===== config.mk =====
export PLATFORM = sky130hd
export DESIGN_NAME = circle_octant_rasterizer_top
export DESIGN_NICKNAME = d
export VERILOG_FILES = /design/src/rtl/cor_pkg.sv /design/src/rtl/cor_front.sv /design/src/rtl/cor_cmd_fifo.sv /design/src/rtl/cor_back.sv /design/src/rtl/circle_octant_rasterizer_top.sv
export SDC_FILE = /design/constraint.sdc
export NUM_CORES = 2
export LEC_CHECK = 0
export BUFFER_PORTS_ARGS = -buffer_cell sky130_fd_sc_hd__buf_2
export CAP_MARGIN = 20
export CORE_UTILIZATION = 45
export DETAILED_ROUTE_END_ITERATION = 8
export SLEW_MARGIN = 5
export SYNTH_ARGS = -nofsm -noshare
export SYNTH_HDL_FRONTEND = slang
export SYNTH_SLANG_ARGS = --single-unit

===== constraint.sdc =====
create_clock -name clock -period 15.5 [get_ports clock]
set_input_delay 3.1 -clock clock [delete_from_list [all_inputs] [get_ports clock]]
set_output_delay 3.1 -clock clock [all_outputs]
set_load 0.01 [all_outputs]

===== src/rtl/cor_pkg.sv =====
// cor_pkg: shared constants, command record and state type for the circle octant rasterizer
// no dependencies; imported by every rtl module of the block
package cor_pkg;

   localparam int ADDR_BITS    = 24;
   localparam int MAX_DIAMETER = 120;
   localparam int COORD_BITS   = 12;

   localparam int DIAM_BITS    = 7;
   localparam int WIDTH_BITS   = 13;
   localparam int COLOR_BITS   = 32;
   localparam int NUM_OCT      = 8;
   localparam int RADIUS_BITS  = $clog2(MAX_DIAMETER / 2 + 1);
   localparam int ERR_BITS     = 2 * RADIUS_BITS + 3;
   localparam int FIFO_DEPTH   = 2;
   localparam int FIFO_PTR_BITS = $clog2(FIFO_DEPTH);
   localparam int FIFO_CNT_BITS = $clog2(FIFO_DEPTH + 1);

   localparam logic [WIDTH_BITS-1:0] WIDTH_RESET = WIDTH_BITS'(640);

   typedef struct packed {
      logic [COORD_BITS-1:0]  center_x;
      logic [ADDR_BITS-1:0]   row_base;
      logic [ADDR_BITS-1:0]   radius_offset;
      logic [RADIUS_BITS-1:0] radius;
      logic [COLOR_BITS-1:0]  color;
   } cmd_type;

   typedef enum logic {
      BACK_IDLE,
      BACK_RUN
   } back_state_type;

endpackage


===== src/rtl/cor_front.sv =====
// cor_front: accepts a circle request, saturates the diameter and precomputes row offsets
// depends on cor_pkg
module cor_front
   import cor_pkg::*;
(
   input  logic                   clock,
   input  logic                   reset,
   input  logic                   req_push,
   output logic                   req_full,
   input  logic [COORD_BITS-1:0]  req_center_x,
   input  logic [COORD_BITS-1:0]  req_center_y,
   input  logic [DIAM_BITS-1:0]   req_diameter,
   input  logic [COLOR_BITS-1:0]  req_pen_color,
   input  logic [WIDTH_BITS-1:0]  image_width,
   output logic                   cmd_push,
   output cmd_type                cmd_data,
   input  logic                   cmd_full
);

   logic                                  valid_ff, valid_in;
   cmd_type                               cmd_ff, cmd_in;
   logic [DIAM_BITS-1:0]                  diam_sat;
   logic [RADIUS_BITS-1:0]                radius;
   logic [COORD_BITS+WIDTH_BITS-1:0]      row_prod;
   logic [RADIUS_BITS+WIDTH_BITS-1:0]     rad_prod;
   logic                                  accept;

   assign req_full = valid_ff && cmd_full;
   assign accept   = req_push && !req_full;
   assign cmd_push = valid_ff && !cmd_full;
   assign cmd_data = cmd_ff;

   always_comb begin
      if (req_diameter > DIAM_BITS'(MAX_DIAMETER)) begin
         diam_sat = DIAM_BITS'(MAX_DIAMETER);
      end else begin
         diam_sat = req_diameter;
      end
      radius   = RADIUS_BITS'(diam_sat >> 1);
      row_prod = req_center_y * image_width;
      rad_prod = radius * image_width;

      cmd_in.center_x      = req_center_x;
      cmd_in.row_base      = ADDR_BITS'(row_prod);
      cmd_in.radius_offset = ADDR_BITS'(rad_prod);
      cmd_in.radius        = radius;
      cmd_in.color         = req_pen_color;

      if (accept) begin
         valid_in = 1'b1;
      end else if (cmd_push) begin
         valid_in = 1'b0;
      end else begin
         valid_in = valid_ff;
      end
   end

   always_ff @(posedge clock) begin
      if (reset) begin
         valid_ff <= 1'b0;
      end else begin
         valid_ff <= valid_in;
      end
   end

   always_ff @(posedge clock) begin
      if (accept) begin
         cmd_ff <= cmd_in;
      end
   end

endmodule


===== src/rtl/cor_cmd_fifo.sv =====
// cor_cmd_fifo: short command queue between front and back
// depends on cor_pkg
module cor_cmd_fifo
   import cor_pkg::*;
(
   input  logic    clock,
   input  logic    reset,
   input  logic    push,
   input  cmd_type push_data,
   output logic    full,
   input  logic    pop,
   output cmd_type pop_data,
   output logic    empty
);

   cmd_type                  entries_ff [FIFO_DEPTH];
   logic [FIFO_PTR_BITS-1:0] wr_ptr_ff, wr_ptr_in;
   logic [FIFO_PTR_BITS-1:0] rd_ptr_ff, rd_ptr_in;
   logic [FIFO_CNT_BITS-1:0] count_ff, count_in;
   logic                     do_push, do_pop;

   assign full     = (count_ff == FIFO_CNT_BITS'(FIFO_DEPTH));
   assign empty    = (count_ff == '0);
   assign do_push  = push && !full;
   assign do_pop   = pop && !empty;
   assign pop_data = entries_ff[rd_ptr_ff];

   always_comb begin
      wr_ptr_in = wr_ptr_ff;
      rd_ptr_in = rd_ptr_ff;
      count_in  = count_ff;
      if (do_push) begin
         wr_ptr_in = (wr_ptr_ff == FIFO_PTR_BITS'(FIFO_DEPTH - 1)) ? '0
                     : wr_ptr_ff + FIFO_PTR_BITS'(1);
      end
      if (do_pop) begin
         rd_ptr_in = (rd_ptr_ff == FIFO_PTR_BITS'(FIFO_DEPTH - 1)) ? '0
                     : rd_ptr_ff + FIFO_PTR_BITS'(1);
      end
      if (do_push && !do_pop) begin
         count_in = count_ff + FIFO_CNT_BITS'(1);
      end else if (do_pop && !do_push) begin
         count_in = count_ff - FIFO_CNT_BITS'(1);
      end
   end

   always_ff @(posedge clock) begin
      if (reset) begin
         wr_ptr_ff <= '0;
         rd_ptr_ff <= '0;
         count_ff  <= '0;
      end else begin
         wr_ptr_ff <= wr_ptr_in;
         rd_ptr_ff <= rd_ptr_in;
         count_ff  <= count_in;
      end
   end

   always_ff @(posedge clock) begin
      if (do_push) begin
         entries_ff[wr_ptr_ff] <= push_data;
      end
   end

endmodule


===== src/rtl/cor_back.sv =====
// cor_back: midpoint circle stepper, one octant set per cycle while results are popped, with the result register
// depends on cor_pkg
module cor_back
   import cor_pkg::*;
(
   input  logic                  clock,
   input  logic                  reset,
   input  logic [WIDTH_BITS-1:0] image_width,
   input  cmd_type               cmd_data,
   input  logic                  cmd_empty,
   output logic                  cmd_pop,
   output logic                  rsp_empty,
   input  logic                  rsp_pop,
   output logic [ADDR_BITS-1:0]  rsp_addr [NUM_OCT],
   output logic [COLOR_BITS-1:0] rsp_write_color,
   output logic                  rsp_last
);

   back_state_type               state_ff, state_in;
   logic [RADIUS_BITS-1:0]       dx_ff, dx_in, dy_ff, dy_in;
   logic [ADDR_BITS-1:0]         dxw_ff, dxw_in, dyw_ff, dyw_in;
   logic signed [ERR_BITS-1:0]   err_ff, err_in;
   logic [COORD_BITS-1:0]        cx_ff, cx_in;
   logic [ADDR_BITS-1:0]         yw_ff, yw_in;
   logic [COLOR_BITS-1:0]        color_ff, color_in;
   logic                         out_valid_ff, out_valid_in;
   logic [ADDR_BITS-1:0]         out_addr_ff [NUM_OCT];
   logic [ADDR_BITS-1:0]         addr_in [NUM_OCT];
   logic [COLOR_BITS-1:0]        out_color_ff;
   logic                         out_last_ff;
   logic                         step;
   logic                         done;
   logic [ADDR_BITS-1:0]         row_mdx, row_mdy, row_pdx, row_pdy;
   logic [ADDR_BITS-1:0]         col_pdx, col_mdx, col_pdy, col_mdy;
   logic [ADDR_BITS-1:0]         cx_ext, dx_ext, dy_ext, w_ext;

   assign rsp_empty       = !out_valid_ff;
   assign rsp_addr        = out_addr_ff;
   assign rsp_write_color = out_color_ff;
   assign rsp_last        = out_last_ff;

   assign step = (state_ff == BACK_RUN) && (!out_valid_ff || rsp_pop);
   assign done = (dx_ff == dy_ff);

   // octant addresses from the running row offsets
   always_comb begin
      cx_ext  = ADDR_BITS'(cx_ff);
      dx_ext  = ADDR_BITS'(dx_ff);
      dy_ext  = ADDR_BITS'(dy_ff);
      row_mdx = yw_ff - dxw_ff;
      row_mdy = yw_ff - dyw_ff;
      row_pdx = yw_ff + dxw_ff;
      row_pdy = yw_ff + dyw_ff;
      col_pdx = cx_ext + dx_ext;
      col_mdx = cx_ext - dx_ext;
      col_pdy = cx_ext + dy_ext;
      col_mdy = cx_ext - dy_ext;
      addr_in[0] = row_mdx + col_pdy;
      addr_in[1] = row_mdy + col_pdx;
      addr_in[2] = row_mdy + col_mdx;
      addr_in[3] = row_mdx + col_mdy;
      addr_in[4] = row_pdx + col_mdy;
      addr_in[5] = row_pdy + col_pdx;
      addr_in[6] = row_pdy + col_mdx;
      addr_in[7] = row_pdx + col_pdy;
   end

   always_comb begin
      w_ext    = ADDR_BITS'(image_width);
      state_in = state_ff;
      dx_in    = dx_ff;
      dy_in    = dy_ff;
      dxw_in   = dxw_ff;
      dyw_in   = dyw_ff;
      err_in   = err_ff;
      cx_in    = cx_ff;
      yw_in    = yw_ff;
      color_in = color_ff;
      cmd_pop  = 1'b0;

      unique case (state_ff)
         BACK_IDLE: begin
            if (!cmd_empty) begin
               cmd_pop  = 1'b1;
               state_in = BACK_RUN;
               dx_in    = '0;
               dy_in    = cmd_data.radius;
               dxw_in   = '0;
               dyw_in   = cmd_data.radius_offset;
               err_in   = '0;
               cx_in    = cmd_data.center_x;
               yw_in    = cmd_data.row_base;
               color_in = cmd_data.color;
            end
         end
         BACK_RUN: begin
            if (step) begin
               if (done) begin
                  state_in = BACK_IDLE;
               end else if (!err_ff[ERR_BITS-1]) begin
                  dy_in  = dy_ff - RADIUS_BITS'(1);
                  dyw_in = dyw_ff - w_ext;
                  err_in = err_ff - ERR_BITS'({dy_ff, 1'b0}) + ERR_BITS'(1);
               end else begin
                  dx_in  = dx_ff + RADIUS_BITS'(1);
                  dxw_in = dxw_ff + w_ext;
                  err_in = err_ff + ERR_BITS'({dx_ff, 1'b1});
               end
            end
         end
         default: begin
            state_in = BACK_IDLE;
         end
      endcase

      if (step) begin
         out_valid_in = 1'b1;
      end else if (rsp_pop) begin
         out_valid_in = 1'b0;
      end else begin
         out_valid_in = out_valid_ff;
      end
   end

   always_ff @(posedge clock) begin
      if (reset) begin
         state_ff     <= BACK_IDLE;
         out_valid_ff <= 1'b0;
      end else begin
         state_ff     <= state_in;
         out_valid_ff <= out_valid_in;
      end
   end

   always_ff @(posedge clock) begin
      dx_ff    <= dx_in;
      dy_ff    <= dy_in;
      dxw_ff   <= dxw_in;
      dyw_ff   <= dyw_in;
      err_ff   <= err_in;
      cx_ff    <= cx_in;
      yw_ff    <= yw_in;
      color_ff <= color_in;
      if (step) begin
         out_addr_ff  <= addr_in;
         out_color_ff <= color_ff;
         out_last_ff  <= done;
      end
   end

endmodule


===== src/rtl/circle_octant_rasterizer_top.sv =====
// circle_octant_rasterizer_top: a taken request passes the front register, the command queue
// and the stepper's load state to the result register on the rsp ports; a circle of radius r
// gives r+1 results, one per cycle while rsp_pop holds; the stepper takes no new command until
// its last step, and the front keeps taking requests meanwhile until the queue fills
// synchronous reset empties the queues, idles the stepper and sets image width to 640
// depends on cor_pkg, cor_front, cor_cmd_fifo, cor_back
module circle_octant_rasterizer_top
   import cor_pkg::*;
(
   input  logic                  clock,
   input  logic                  reset,
   input  logic                  csr_write_en,
   input  logic [WIDTH_BITS-1:0] csr_write_data,
   input  logic                  req_push,
   output logic                  req_full,
   input  logic [COORD_BITS-1:0] req_center_x,
   input  logic [COORD_BITS-1:0] req_center_y,
   input  logic [DIAM_BITS-1:0]  req_diameter,
   input  logic [COLOR_BITS-1:0] req_pen_color,
   output logic                  rsp_empty,
   input  logic                  rsp_pop,
   output logic [ADDR_BITS-1:0]  rsp_addr_oct0,
   output logic [ADDR_BITS-1:0]  rsp_addr_oct1,
   output logic [ADDR_BITS-1:0]  rsp_addr_oct2,
   output logic [ADDR_BITS-1:0]  rsp_addr_oct3,
   output logic [ADDR_BITS-1:0]  rsp_addr_oct4,
   output logic [ADDR_BITS-1:0]  rsp_addr_oct5,
   output logic [ADDR_BITS-1:0]  rsp_addr_oct6,
   output logic [ADDR_BITS-1:0]  rsp_addr_oct7,
   output logic [COLOR_BITS-1:0] rsp_write_color,
   output logic                  rsp_last
);

   logic [WIDTH_BITS-1:0] image_width_ff;
   cmd_type               front_cmd, fifo_cmd;
   logic                  front_push, fifo_full, fifo_empty, fifo_pop;
   logic [ADDR_BITS-1:0]  addr [NUM_OCT];

   always_ff @(posedge clock) begin
      if (reset) begin
         image_width_ff <= WIDTH_RESET;
      end else if (csr_write_en) begin
         image_width_ff <= csr_write_data;
      end
   end

   cor_front u_front (
      .clock         (clock),
      .reset         (reset),
      .req_push      (req_push),
      .req_full      (req_full),
      .req_center_x  (req_center_x),
      .req_center_y  (req_center_y),
      .req_diameter  (req_diameter),
      .req_pen_color (req_pen_color),
      .image_width   (image_width_ff),
      .cmd_push      (front_push),
      .cmd_data      (front_cmd),
      .cmd_full      (fifo_full)
   );

   cor_cmd_fifo u_cmd_fifo (
      .clock     (clock),
      .reset     (reset),
      .push      (front_push),
      .push_data (front_cmd),
      .full      (fifo_full),
      .pop       (fifo_pop),
      .pop_data  (fifo_cmd),
      .empty     (fifo_empty)
   );

   cor_back u_back (
      .clock           (clock),
      .reset           (reset),
      .image_width     (image_width_ff),
      .cmd_data        (fifo_cmd),
      .cmd_empty       (fifo_empty),
      .cmd_pop         (fifo_pop),
      .rsp_empty       (rsp_empty),
      .rsp_pop         (rsp_pop),
      .rsp_addr        (addr),
      .rsp_write_color (rsp_write_color),
      .rsp_last        (rsp_last)
   );

   assign rsp_addr_oct0 = addr[0];
   assign rsp_addr_oct1 = addr[1];
   assign rsp_addr_oct2 = addr[2];
   assign rsp_addr_oct3 = addr[3];
   assign rsp_addr_oct4 = addr[4];
   assign rsp_addr_oct5 = addr[5];
   assign rsp_addr_oct6 = addr[6];
   assign rsp_addr_oct7 = addr[7];

endmodule


Word-level counts from Yosys, hierarchy flattened
Memory sizes are Yosys's and may differ from the RTL's. A register that Yosys moved wholly into a read port is not among the register bits.
Cells that the tools add are included.
{"block": "classes", "addsub": 27, "mul": 2, "n_lt_le_gt_ge": 1, "eq_ne": 7, "n_mux": 43, "bitwise_logic": 2, "reduce_logical": 23}
{"cell": "adder 24 bit", "n": 10}
{"cell": "two-way mux 24 bit", "n": 8}
{"cell": "case mux 24 bit (2 select lines)", "n": 2}
{"cell": "two-way mux 15 bit", "n": 4}
{"cell": "two-way mux 6 bit", "n": 8}
{"cell": "subtractor 24 bit", "n": 2}
{"cell": "case mux 15 bit (2 select lines)", "n": 1}
{"cell": "adder 12 x 6 -> 13 bit", "n": 2}
{"cell": "subtractor 12 x 6 -> 13 bit", "n": 2}
{"cell": "adder 24 x 13 -> 24 bit", "n": 1}
{"cell": "multiplier 12 x 13 -> 24 bit", "n": 1}
{"cell": "case mux 6 bit (2 select lines)", "n": 2}
{"cell": "subtractor 24 x 13 -> 24 bit", "n": 1}
{"cell": "multiplier 6 x 13 -> 19 bit", "n": 1}
{"cell": "adder 15 x 1 -> 15 bit (second input constant)", "n": 1}
{"cell": "adder 15 x 7 -> 15 bit", "n": 1}
{"cell": "subtractor 15 x 7 -> 15 bit", "n": 1}
{"cell": "two-way mux 1 bit", "n": 14}
{"cell": "inequality test 2 bit (second input constant)", "n": 5}
{"cell": "logical AND 1 bit", "n": 8}
{"cell": "AND reduction 4 bit", "n": 2}
{"cell": "greater-than comparator 7 bit (second input constant)", "n": 1}
{"cell": "two-way mux 7 bit", "n": 1}
{"cell": "adder 6 x 1 -> 6 bit (second input constant)", "n": 1}
{"cell": "15 further kinds", "n": 25}
{"block": "totals", "register_bits": 481, "ram_bits": 186, "inputBits": 81, "out_inout_bits": 227, "memories": 1}
{"memory": "u_cmd_fifo.entries_ff", "depth": 2, "width": 93, "read_ports": 1, "rd_ports_with_merged_regs": 1, "write_ports": 1, "line": "cor_cmd_fifo.sv:16", "text": "cmd_type entries_ff [FIFO_DEPTH];"}

Depth between registers and ports, before layout
{"block": "depth", "depth_word": 8, "ltp_mapped": 23, "mapped_depth_nobuf": 22}

Hierarchy
A second synthesis with hierarchy kept.
{"block": "unflattened", "hier_cells": 4155, "hier_area_um2": 46011.6}
{"module": "cor_back", "instances": 1, "cells_per_inst": 2751, "area_each_um2": 27741.6, "seq_area_each_um2": 11090.6}
{"module": "cor_front", "instances": 1, "cells_per_inst": 1032, "area_each_um2": 10430.0, "seq_area_each_um2": 2812.7}
{"module": "cor_cmd_fifo", "instances": 1, "cells_per_inst": 330, "area_each_um2": 7362.1, "seq_area_each_um2": 5985.7}
{"module": "circle_octant_rasterizer_top", "instances": 1, "cells_per_inst": 42, "area_each_um2": 478.0, "seq_area_each_um2": 260.2}

Worst setup path after synthesis
Ideal clock, no wire load.
{"block": "synth_path", "path_kind": "input to register", "startpoint": "in rsp_pop", "endpoint": "reg u_back.out_addr_ff (netlist bit u_back.rsp_addr[0]), enable pin", "arrival_ns": 12.487, "t_required_ns": 14.686, "path_slack_ns": 2.199, "path_stages": 2, "path_buffers": 0, "path_cell_list": "nor2_1 nor2_1"}
{"block": "synth_via", "elab_chain_cells": 2}
{"item": "from (decl)", "line": "circle_octant_rasterizer_top.sv:21", "text": "input logic rsp_pop,"}
{"item": "logical OR 1 bit", "line": "cor_back.sv:42", "text": "assign step = (state_ff == BACK_RUN) && (!out_valid_ff || rsp_pop);"}
{"item": "logical AND 1 bit", "line": "cor_back.sv:42"}
{"item": "to (signal assigned)", "line": "cor_back.sv:145", "text": "out_addr_ff <= addr_in;"}
{"item": "to (decl)", "line": "cor_back.sv:27", "text": "logic [ADDR_BITS-1:0] out_addr_ff [NUM_OCT];"}
Every way passes these cells.
A chain may end at the register's enable or synchronous reset.

Worst setup path after layout
{"block": "layout_path", "startpoint": "in req_center_y[6]", "endpoint": "reg u_front.cmd_ff (netlist bit u_front.cmd_data[85]), data pin"}
{"block": "layout_via", "elab_chain_cells": 1}
{"item": "from (decl)", "line": "circle_octant_rasterizer_top.sv:17", "text": "input logic [COORD_BITS-1:0] req_center_y,"}
{"item": "multiplier 12 x 13 -> 24 bit", "line": "cor_front.sv:40", "text": "row_prod = req_center_y * image_width;"}
{"item": "named net u_front.row_prod[23]", "line": "cor_front.sv:24", "text": "logic [COORD_BITS+WIDTH_BITS-1:0] row_prod;"}
{"item": "to (signal assigned)", "line": "cor_front.sv:68", "text": "cmd_ff <= cmd_in;"}
{"item": "to (decl)", "line": "cor_front.sv:21", "text": "cmd_type cmd_ff, cmd_in;"}
The timed path passes the listed nets, and every way through them passes these cells.

==> run metrics <==
nets 5,054; Max Cap Viol 0; Critical Path Sink Type flop; vias per cell 5.32; M1 wire length between 40 and 50 mm; EDFF count, synth 647; Worst Skew between 0.02 and 0.03 ns; worst min path class flop to flop; drt first pass iters 6; Worst slew margin a little under 30%; share of cells above drive strength 1 12.9%; startpoint types primary input; CTS Hold Bufs 0; Final Critical Period 7.97 ns; CTS sink cnt around 670; status finished, final reports clean; crit-path max FO 13; CTS H-tree lvls 3; Unique masters post-synth 91; CTS tree yes; Core ar. 98,900 µm²; crit path kind primary input to flop; fin crit share 51.4%; clk buf depth 3; setup_tns 0 ns; vias in the first global route 30,400; Synthesized Nets 4,768; Post-synth top flop edfxtp_1; CP max-delay cell o41ai_1; Crit path top cell by count fa_1; largest net degree at the start of global routing between 150 and 200; WP data required roughly 16 ns; initial core utilization 45.6%; Yosys reg bits 668; Seq/Total Area, Yosys 44.0%; antenna-violating nets left 0; cell count after synthesis 4,106; crit path DAT 8.44 ns; final hold vios 0; GR Overflow Total 0; io pins 308; aggregate global-route resource usage 21.2%; die extent in y 319 µm; Post-synth ARST share 0%; CTS buffer count 77; worst skew pair latency approximately 0.65 ns; full die area 101,000 µm²; number of port buffers roughly 300; P&R area growth vs syn 12.1%; initial antenna violation count 7; Avg Cell Area, Syn roughly 11 µm²; Synth top area share 43.1%; Crit path max-delay family adder cells; # Post-CTS Setup Buffers 0; cell taking the most area after synthesis edfxtp_1; CP Buf/Inv Count 5; clk root buf clkbuf_16; Die X 319 µm; top cells by area, synth edfxtp_1, ha_1, fa_1; worst slew pin tran between 1 and 1.5 ns; metal3 WL around 4.7 mm; PostCTS Resize Cnt 0; Via Count 30,600; CP cell instances buf_2 -> and2_1 -> fa_1 -> inv_1 -> fa_1 -> inv_1 -> fa_1 -> fa_1 -> inv_1 -> fa_1 -> inv_1 -> ha_1 -> a21o_1 -> a31oi_1 -> o21ai_0 -> a21boi_0 -> o21ai_0 -> o41ai_1 -> nor2_1 -> a211oi_1; area of the multi-input gates roughly 23,000 µm²; Cell Area, Synth 45,100 µm²; max layer used met5; DRC Markers 0; Max Slew Vio Count 0; final design utilization 51.1%; Ant. Diodes 0; fmax approximately 130 MHz; cell row count 115; routed wl met2 51.3 mm; final wirelength 108 mm; YS warnings 0; routed len/inst 18.8 µm; slowest cell delay on critical path between 0.5 and 0.6 ns; Reg clk slew, reported paths 0.06 ns; RSZ-0062 raised after global routing false; Final Wtd Congestion 0.935; first-pass GRT wire length 168 mm; DP Wirelength about 84 mm; Fill cells roughly 8,800; DR iter-0 viols 1,909; register area 19,900 µm²; final setup violation count 0
-- registers in the layout, summed over array words and instances (netlist names), 2 cells and up, named ones only --
name	cells
u_back.cx_ff	12
u_cmd_fifo.entries_ff	186
u_back.dyw_ff	24
image_width_ff	13
u_back.err_ff	15
u_back.rsp_addr	192
u_back.dxw_ff	24
u_front.cmd_data	93
u_back.dx_ff	6
u_back.rsp_write_color	32
u_back.dy_ff	6
u_cmd_fifo.count_ff	2
u_back.yw_ff	24
u_back.color_ff	32
-- area by class of cell --
cell class | instances | share of cell area (%)
clock inverters | 53 | 1.07
repair buffers | 329 | 3.40
clock buffers | 88 | 4.02
multi-input cells | 2859 | 45.7
well taps | 1287 | 3.19
inverters | 457 | 3.39
flip-flops and latches | 668 | 39.3
-- path summary, 6_finish.rpt --
kind | from | end | slack [ns] | depth (start not counted)
worst min register to register | u_back.color_ff[11] | u_back.rsp_write_color[11] | 0.42 | 0
worst max register to register | image_width_ff[8] | u_front.cmd_data[85] | 9.15 | 18
worst max-delay path | req_center_y[6] | u_front.cmd_data[85] | 7.53 | 20
worst min-delay path | u_back.color_ff[11] | u_back.rsp_write_color[11] | 0.42 | 0
-- cells by family after synthesis --
family                     share of synthesized area [%]
AOI/OAI and AO/OA                                   10.9
buffers and inverters                               4.90
DFF                                                 44.0
muxes                                               2.39
adders and majority gates                           19.0
and+or+nand+nor                                     11.7
xor gates and xnor gates                            7.06
-- Yosys cell counts (6+ instances only) --
library cell and n:
o21a_1 33, o31a_1 7, nand3_1 62, edfxtp_1 647, o211ai_1 19, a21oi_1 214
mux2_2 69, dfxtp_1 21, and3_1 45, xnor2_1 282, nand3b_1 6, buf_2 11
nand4_1 22, nand2_1 282, a2111oi_0 6, nor2_1 278, a311oi_1 12, nor3b_1 6
fa_1 174, xor2_1 76, nand2b_1 37, o311ai_0 9, buf_1 16, or3_1 35
o31ai_1 18, a41oi_1 7, a211oi_1 33, o21bai_1 42, nor3_1 80, mux2i_1 30
o21ai_0 149, or2_2 7, clkbuf_1 89, nor4_1 23, a21o_1 70, and2_1 107
a21boi_0 23, ha_1 407, o2111ai_1 11, nor2b_1 57, buf_4 6, inv_1 451
a31oi_1 21
-- per-stage QoR --
step	hold WS (ns)	area (µm²)	setup WS (ns)	instances
finish	0.418	50500	7.53	5741
global route	0.425	50500	7.28	5741
CTS	0.418	50500	7.55	5741
detailed placement	0.405	48000	6.86	5600
global placement	0.400	48000	6.89	5600
floorplan	0.400	45100	2.20	4106
-- layer usage --
layer,vias to the layer above,track usage [%]
met3,151,3.19
met2,646,35.7
met1,14700,28.3
met4,10,5.69
met5,-,0
li1,15000,-
-- layout by cell type, fill, tap and decap left out, drive strengths merged, types with 33 or more instances in the layout --
master	netlist	layout
mux2	69	69
and3	45	45
a211oi	34	34
and2	107	107
xnor2	285	285
fa	174	174
nor2	278	278
nor3	82	82
xor2	76	76
or3	36	36
nand3	64	64
nand2b	38	38
inv	456	465
a21o	70	70
buf	33	329
o21a	33	33
nor2b	57	57
o21bai	42	42
clkbuf	89	88
nand2	282	282
ha	407	407
a21oi	214	214
edfxtp	647	647
o21ai	154	154
Power is not shown: default switching activity piles up to over one toggle a cycle in this logic, so the estimate is an artifact.
